`src/hdl/tgcr_pkg.sv`:
```
// tgcr_pkg: shared constants, codes and controller/datapath signal groups
// for the text glyph cursor renderer; no dependencies
package tgcr_pkg;

  localparam int OFS_W      = 24;
  localparam int PITCH_W    = 15;
  localparam int BPP_W      = 3;
  localparam int WIN_W      = 24;
  localparam int CFG_IDX_W  = 3;
  localparam int CFG_DATA_W = 32;
  localparam int CODE_W     = 8;
  localparam int ROW_W      = 3;
  localparam int FONT_AW    = CODE_W + ROW_W;
  localparam int DVD_W      = OFS_W + 1;
  localparam int DIV_CNT_W  = 5;

  localparam logic [1:0] OP_DRAW       = 2'd0;
  localparam logic [1:0] OP_FONT_LOAD  = 2'd1;
  localparam logic [1:0] OP_SET_CURSOR = 2'd2;

  localparam logic [CODE_W-1:0] CH_NUL = 8'h00;
  localparam logic [CODE_W-1:0] CH_LF  = 8'h0A;
  localparam logic [CODE_W-1:0] CH_CR  = 8'h0D;

  localparam logic [CFG_IDX_W-1:0] REG_PITCH  = 3'd0;
  localparam logic [CFG_IDX_W-1:0] REG_BPP    = 3'd1;
  localparam logic [CFG_IDX_W-1:0] REG_WINDOW = 3'd2;

  localparam logic [PITCH_W-1:0] PITCH_RST  = 15'd4096;
  localparam logic [BPP_W-1:0]   BPP_RST    = 3'd4;
  localparam logic [WIN_W-1:0]   WINDOW_RST = 24'd3145728;

  localparam logic [ROW_W-1:0]     ROW_LAST = 3'd7;
  localparam logic [DIV_CNT_W-1:0] DIV_LAST = 5'(DVD_W - 1);

  typedef enum logic [1:0] {
    KIND_PLAIN,
    KIND_GLYPH,
    KIND_LF,
    KIND_CR
  } kind_e;

  typedef struct packed {
    logic capture;
    logic div_step;
    logic update;
    logic load_row;
    logic load_single;
  } cmd_t;

  typedef struct packed {
    kind_e in_kind;
    logic  out_free;
    logic  row_last;
  } status_t;

endpackage

```
`src/hdl/tgcr_ctrl.sv`:
```
// tgcr_ctrl: sequencer for capture, pitch remainder, cursor update and row output
// depends on tgcr_pkg
module tgcr_ctrl (
  input  logic              clk_i,
  input  logic              rst_ni,
  input  logic              in_valid_i,
  output logic              in_ready_o,
  input  tgcr_pkg::status_t status_i,
  output tgcr_pkg::cmd_t    cmd_o
);

  typedef enum logic [2:0] {
    ST_IDLE,
    ST_DIV,
    ST_UPD,
    ST_ROWS,
    ST_SINGLE
  } state_e;

  state_e                           state_q, state_d;
  logic [tgcr_pkg::DIV_CNT_W-1:0]   cnt_q, cnt_d;
  tgcr_pkg::kind_e                  kind_q, kind_d;

  assign in_ready_o = (state_q == ST_IDLE);

  always_comb begin
    state_d = state_q;
    cnt_d   = cnt_q;
    kind_d  = kind_q;
    cmd_o   = '0;
    case (state_q)
      ST_IDLE: begin
        if (in_valid_i) begin
          cmd_o.capture = 1'b1;
          kind_d        = status_i.in_kind;
          cnt_d         = '0;
          if (status_i.in_kind == tgcr_pkg::KIND_PLAIN) begin
            state_d = ST_SINGLE;
          end else begin
            state_d = ST_DIV;
          end
        end
      end
      ST_DIV: begin
        cmd_o.div_step = 1'b1;
        cnt_d          = cnt_q + 1'b1;
        if (cnt_q == tgcr_pkg::DIV_LAST) begin
          state_d = ST_UPD;
        end
      end
      ST_UPD: begin
        cmd_o.update = 1'b1;
        if (kind_q == tgcr_pkg::KIND_GLYPH) begin
          state_d = ST_ROWS;
        end else begin
          state_d = ST_SINGLE;
        end
      end
      ST_ROWS: begin
        if (status_i.out_free) begin
          cmd_o.load_row = 1'b1;
          if (status_i.row_last) begin
            state_d = ST_IDLE;
          end
        end
      end
      ST_SINGLE: begin
        if (status_i.out_free) begin
          cmd_o.load_single = 1'b1;
          state_d           = ST_IDLE;
        end
      end
      default: begin
        state_d = ST_IDLE;
      end
    endcase
  end

  always_ff @(posedge clk_i or negedge rst_ni) begin
    if (!rst_ni) begin
      state_q <= ST_IDLE;
      cnt_q   <= '0;
      kind_q  <= tgcr_pkg::KIND_PLAIN;
    end else begin
      state_q <= state_d;
      cnt_q   <= cnt_d;
      kind_q  <= kind_d;
    end
  end

  a_div_to_upd: assert property (@(posedge clk_i) disable iff (!rst_ni)
    (state_q == ST_DIV && cnt_q == tgcr_pkg::DIV_LAST) |=> state_q == ST_UPD)
    else $error("remainder pass did not end after the last step");

  a_load_needs_slot: assert property (@(posedge clk_i) disable iff (!rst_ni)
    (cmd_o.load_row || cmd_o.load_single) |-> status_i.out_free)
    else $error("output register loaded while occupied");

  a_last_row_idle: assert property (@(posedge clk_i) disable iff (!rst_ni)
    (cmd_o.load_row && status_i.row_last) |=> state_q == ST_IDLE)
    else $error("row sequence ran past the last glyph row");

endmodule

```
`config.mk`:
```
export PLATFORM = sky130hd
export DESIGN_NAME = tgcr_ctrl
export DESIGN_NICKNAME = d
export VERILOG_FILES = /design/src/hdl/tgcr_pkg.sv /design/src/hdl/tgcr_ctrl.sv
export SDC_FILE = /design/constraint.sdc
export NUM_CORES = 1
export LEC_CHECK = 0
export ABC_AREA = 1
export BUFFER_PORTS_ARGS = -buffer_cell sky130_fd_sc_hd__buf_2
export CORE_MARGIN = 3
export CORE_UTILIZATION = 30
export CTS_BUF_LIST = sky130_fd_sc_hd__clkbuf_16
export CTS_CLUSTER_SIZE = 8
export DETAILED_ROUTE_END_ITERATION = 8
export GPL_ROUTABILITY_DRIVEN = 0
export PLACE_DENSITY = 0.54
export SLEW_MARGIN = 20
export SYNTH_ARGS = -nofsm -noshare
export SYNTH_HDL_FRONTEND = slang
export SYNTH_SLANG_ARGS = --single-unit
```
`constraint.sdc`:
```
create_clock -name clk_i -period 1.6 [get_ports clk_i]
set_input_delay 0 -clock clk_i [delete_from_list [all_inputs] [get_ports clk_i]]
set_output_delay 0 -clock clk_i [all_outputs]
set_load 0.01 [all_outputs]
```
==> impl_metrics.csv, run 1 <==
group,metric,value,unit
layout,antennaDiodeCount,0,
synthesis,syn-num-nets,96,
synthesis,synthFlopType,"dfrtp_1",
detailed_routing,drt-pass1-iter-count,4,
synthesis,synth_edf_count,0,
grt,grt_pass1_vias,530,
detailed_routing,drt_iter0_drc,16,
critical_path,crit_arrival,1410,ps
critical_path,crit_path_frequent_cell,"nand2_1",
floorplan,die_w,53.2,um
timing,slew_headroom,0.759,
layout,drive_gt1_frac,0.265,
timing,tightest_slew,361,ps
detailed_routing,routed_wl,1270,um
synthesis,async_flop_share,1.00,
detailed_routing,drc,0,
min_path,hp-class,"in2reg",
place,hpwl,1040,um
critical_path,max_stage_delay,390,ps
grt,grt_pass1_wl,2290,um
synthesis,synth_top_area_frac,0.374,
synthesis,yosysWarnings,0,
synthesis,synth_area,669,um^2
timing,timing.fmax,773,MHz
grt,antenna_found_initial,0,
clock_network,clock_sinks,10,
critical_path,ff2ff_path_depth,7,
floorplan,coreArea,0.00204,mm^2
power_and_ir_drop,power.density,1900,mW/mm^2
clock_network,cts_setup_buffers,0,
power_and_ir_drop,peakVddDrop,0.000906,V
synthesis,syn_inst,87,
detailed_routing,ant_nets,0,
clock_network,root_buffer,"clkbuf_16",
clock_network,holdBufCountCts,1,
critical_path,cp_cell_sequence,"inv_1, ha_1, nand4_1, nand2_8, nand3_2, nand2_1, nand2_1",
synthesis,synth_top_area_cell,"dfrtp_1",
critical_path,cp-start-kind,"flip-flop",
clock_network,cts_tree,"built",
synthesis,seq_area_frac_synth,0.374,
floorplan,die-area,0.00283,mm^2
critical_path,critical_path_peak_fanout,4,
place,io_buffer_count,12,
run_status,status,"finished, final reports clean",
grt,grt_start_max_net_pins,11,
detailed_routing,vias,583,
critical_path,worstPathRequired,1720,ps
job,cap_violations,0,
timing,rsz0062_at_grt,"no",
critical_path,cp_slowest_cell,"dfrtp_1",
layout,area_growth_syn_to_layout,25.0,%
layout,finalNetCount,113,
timing,setup_tns,0,ps
floorplan,die_height,53.2,um
synthesis,synthTopCellsByArea,"dfrtp_1 (37%), nand2_1 (11%), nand3_1 (8.2%)",
clock_network,cts_max_path_buffers,2,
clock_network,ctsResizeCount,0,
min_path,hold-path-cell-count,3,
timing,setup_viol_count_final,0,
timing,clock_skew,0.612,ps
clock_network,h-tree-depth,1,
timing,final_max_slew_viol_count,0,
synthesis,ys_ff_latch,10,
synthesis,yosysMostFrequentCell,"nand2_1",
power_and_ir_drop,power,1.59,mW
critical_path,end_kind,"flip-flop",
grt,grt-ovfl-total,0,
clock_network,clock_latency,230,ps
grt,grt_usage,0.113,
timing,period_needed,1290,ps
detailed_routing,avgRoutedWirePerCell,9.85,um
floorplan,num_rows,16,
floorplan,initial_core_util,0.328,
timing,finalHoldViolCount,0,
layout,fillers,226,
clock_network,numCtsBuffers,3,
timing,finalCritPeriodShare,0.809,
critical_path,path_class,"reg2reg",
power_and_ir_drop,leakage,0.446,nW
clock_network,clk_pin_slew,40,ps
synthesis,yosysUniqueCellTypes,22,
synthesis,yosys-top-cells-count,"nand2_1 (20), inv_1 (11), nand3_1 (11), dfrtp_1 (10), nor2_1 (5)",
synthesis,syn_avg_cell_area,7.69,um^2
floorplan,boundaryPins,13,
detailed_routing,vias_per_cell,4.52,
==> placed cells by master (no fill, tap or decap), drive strengths merged <==
master and instances:
nand4 4, inv 15, ha 2, dfrtp 10, nor3 2, nand3 13, dlygate4sd3 1, buf 12
nand2 23, nor2 7, o21ai 6, xor2 2, o22ai 1, xnor2 1, clkbuf 3
==> metal layers <==
metal / global-route usage / share of wire / wire length, um
met3: 0.0423 / 0.038 / 48
met2: 0.161 / 0.44 / 562
met4: 0.0511 / 0.0079 / 10
met1: 0.148 / 0.51 / 650
met5: 0 / 0 / 0
==> report_power, final <==
group	internal (mW)	switching (mW)	leakage, nW	total (mW)
Combinational	0.266	0.428	0.278	0.694
Sequential	0.349	0.128	0.131	0.477
Clock	0.322	0.0983	0.0370	0.421
==> final timing paths <==
| path | start | endpoint | slack [ps] |
|---|---|---|---|
| hold / removal | status_i[3] | kind_q[1] | 50 |
| setup / recovery | cnt_q[0] | state_q[1] | 310 |
| min in group asynchronous | rst_ni | cnt_q[0] | 160 |
| max in group asynchronous | rst_ni | kind_q[1] | 1250 |
| setup reg to reg | cnt_q[0] | state_q[1] | 310 |
| hold reg to reg | kind_q[1] | kind_q[1] | 520 |
==> worst max-delay path: cells and delay by family, from the launching register on <==
| family | cells | cell delay, ps |
|---|---|---|
| simple gates | 5 | 550 |
| buf+inv | 1 | 90 |
| fa+ha+maj | 1 | 150 |
| flops | 1 | 390 |
==> through the flow <==
| stage | hold slack, ps | cells | setup WS, ps | cell area, um^2 | utilization |
|---|---|---|---|---|---|
| 3_5_place_dp | -125 | 125 | 307 | 752 | 0.368 |
| 6_report | 45.1 | 129 | 306 | 837 | 0.410 |
| 3_3_place_gp | -125 | 125 | 341 | 752 | 0.368 |
| 4_1_cts | 42.0 | 129 | 300 | 837 | 0.410 |
| 5_1_grt | 54.0 | 129 | 181 | 837 | 0.410 |
| 2_1_floorplan | -296 | 87 | 381 | 669 | - |
==> cells by family (layout without fill, tap and decap cells) <==
kind of cell	count (synthesis)	after routing	share of synthesized area
XOR/XNOR	3	3	0.0393
adder cells (fa/ha/maj)	2	2	0.0374
AO/OA/AOI/OAI	7	7	0.0542
flip-flops	10	10	0.374
AND/OR/NAND/NOR	49	49	0.391
buffers and inverters	16	31	0.105
==> flip-flops by register name, summed over array words and instances (netlist names) <==
register / flops
cnt_q: 5
kind_q: 2
state_q: 3
==> area by class of cell <==
cell class | instances | area (um^2) | share of cell area
multi-input cells | 61 | 349 | 0.417
flip-flops and latches | 10 | 250 | 0.299
clock buffers | 3 | 75.1 | 0.0897
repair buffers | 13 | 70.1 | 0.0837
inverters | 15 | 58.8 | 0.0703
well taps | 27 | 33.8 | 0.0404
(Power assumes the default switching activity.)
==> run 2, diff against run 1 <==
Clock period 1.6 ns to 1.3 ns, I/O delays scaled along.
==> impl_metrics.csv, run 2 (same netlist as run 1, synthesis figures left out) <==
group,metric,value,unit
timing,finalCritPeriodShare,0.939,
grt,grt_usage,0.111,
critical_path,critical_path_peak_fanout,7,
place,io_buffer_count,12,
floorplan,boundaryPins,13,
layout,reg_top3,"cnt_q (5), state_q (3), kind_q (2)",
detailed_routing,drc,0,
min_path,hp-class,"in2reg",
clock_network,cts_max_path_buffers,2,
clock_network,cts_tree,"built",
timing,clock_skew,1.31,ps
power_and_ir_drop,peakVddDrop,0.00115,V
layout,drive_gt1_frac,0.396,
power_and_ir_drop,power.density,2440,mW/mm^2
critical_path,cp-start-kind,"flip-flop",
timing,timing.fmax,819,MHz
detailed_routing,vias,636,
timing,final_max_slew_viol_count,0,
layout,fillers,205,
layout,most-common-layout-cells,"nand2_1 (18), buf_2 (12), nand3_1 (11)",
layout,top_register,"cnt_q",
run_status,status,"finished, final reports clean",
clock_network,clock_latency,230,ps
clock_network,clock_sinks,10,
layout,area_growth_syn_to_layout,41.1,%
layout,antennaDiodeCount,0,
timing,tightest_slew,237,ps
detailed_routing,vias_per_cell,4.61,
min_path,hold-path-cell-count,3,
min_path,holdCritStartpoint,"status_i[3]",
critical_path,crit_arrival,1220,ps
layout,final_common_cell,"nand2_1",
detailed_routing,top_layer,"met4",
power_and_ir_drop,power,2.31,mW
detailed_routing,drt_iter0_drc,12,
grt,grt_pass1_vias,499,
detailed_routing,wl_met2,678,um
floorplan,die_w,53.2,um
critical_path,crit_start,"state_q[1]",
floorplan,coreArea,0.00204,mm^2
place,numPlacedInstances,126,
detailed_routing,ant_nets,0,
timing,finalHoldViolCount,0,
clock_network,clk_pin_slew,40,ps
critical_path,end_kind,"primary output",
timing,slew_headroom,0.842,
detailed_routing,routed_wl,1420,um
critical_path,path_class,"reg2out",
critical_path,ff2ff_path_depth,7,
critical_path,r2r_start,"cnt_q[0]",
detailed_routing,drt-pass1-iter-count,4,
detailed_routing,met3_length,63,um
job,cap_violations,0,
layout,instances_no_fill,138,
timing,whs,43.5,ps
grt,grt_start_max_net_pins,11,
power_and_ir_drop,leakage,0.489,nW
grt,grt-ovfl-total,0,
floorplan,num_rows,16,
detailed_routing,avgRoutedWirePerCell,10.3,um
floorplan,die_height,53.2,um
grt,antenna_found_initial,0,
floorplan,die-area,0.00283,mm^2
critical_path,worstPathRequired,1300,ps
clock_network,numCtsBuffers,3,
place,place_ws,13.7,ps
layout,largest_reg_flops,5,
clock_network,h-tree-depth,1,
clock_network,root_buffer,"clkbuf_16",
timing,period_needed,1220,ps
place,hpwl,1040,um
detailed_routing,wl_met1,667,um
grt,grt_pass1_wl,2250,um
layout,finalNetCount,122,
timing,fin_ws,79.2,ps
timing,setup_viol_count_final,0,
floorplan,initial_core_util,0.328,
## run 2: changes by cell type in the layout (fill, tap and decap cells not counted), sizes merged
cell,before,now
buf,12,21
## run 2: cell type report
cell class / instances / area, um^2 / area share
repair buffers: 22 / 138 / 0.146
clock buffers: 3 / 75.1 / 0.0795
multi-input cells: 61 / 385 / 0.408
well taps: 27 / 33.8 / 0.0358
inverters: 15 / 58.8 / 0.0623
flip-flops and latches: 10 / 254 / 0.269
## run 2: worst paths after layout
kind,to,slack (ps)
max in group asynchronous,state_q[0],920
hold / removal,kind_q[1],40
setup / recovery,cmd_o[4],80
setup reg to reg,state_q[0],90
hold reg to reg,kind_q[1],510
min in group asynchronous,cnt_q[0],160
## run 2: where the power goes
part	leakage [nW]	switching, mW	internal, mW
Sequential	0.127	0.172	0.438
Clock	0.0370	0.125	0.397
Combinational	0.325	0.633	0.540
Total	0.489	0.930	1.38
## run 2: layer usage
layer  GRT usage  vias up
met5           0        -
met4      0.0511        0
met3      0.0338        2
met2       0.153        8
met1       0.154      293
li1            -      333
## run 2: metrics by stage
step,setup TNS (ps),utilization,cell area (um^2)
CTS,0,0.414,845
detailed placement,0,0.372,759
global route,-1.19,0.463,945
global placement,0,0.372,759
floorplan,0,-,669
finish,0,0.463,945
## run 2: what timing repair did
item                                    in CTS  in global routing
setup buffers                                0                  8
endpoints found under the hold margin       10                  0
endpoints found under the setup margin       0                  5
gates resized for setup                      0                 12
hold buffers                                 1                  0
## run 2: critical path, stage by stage (launching register included)
cell and delay, ps:
dfrtp_2 470, nor3_4 200, nand2_2 130, inv_1 70
buf_2 120
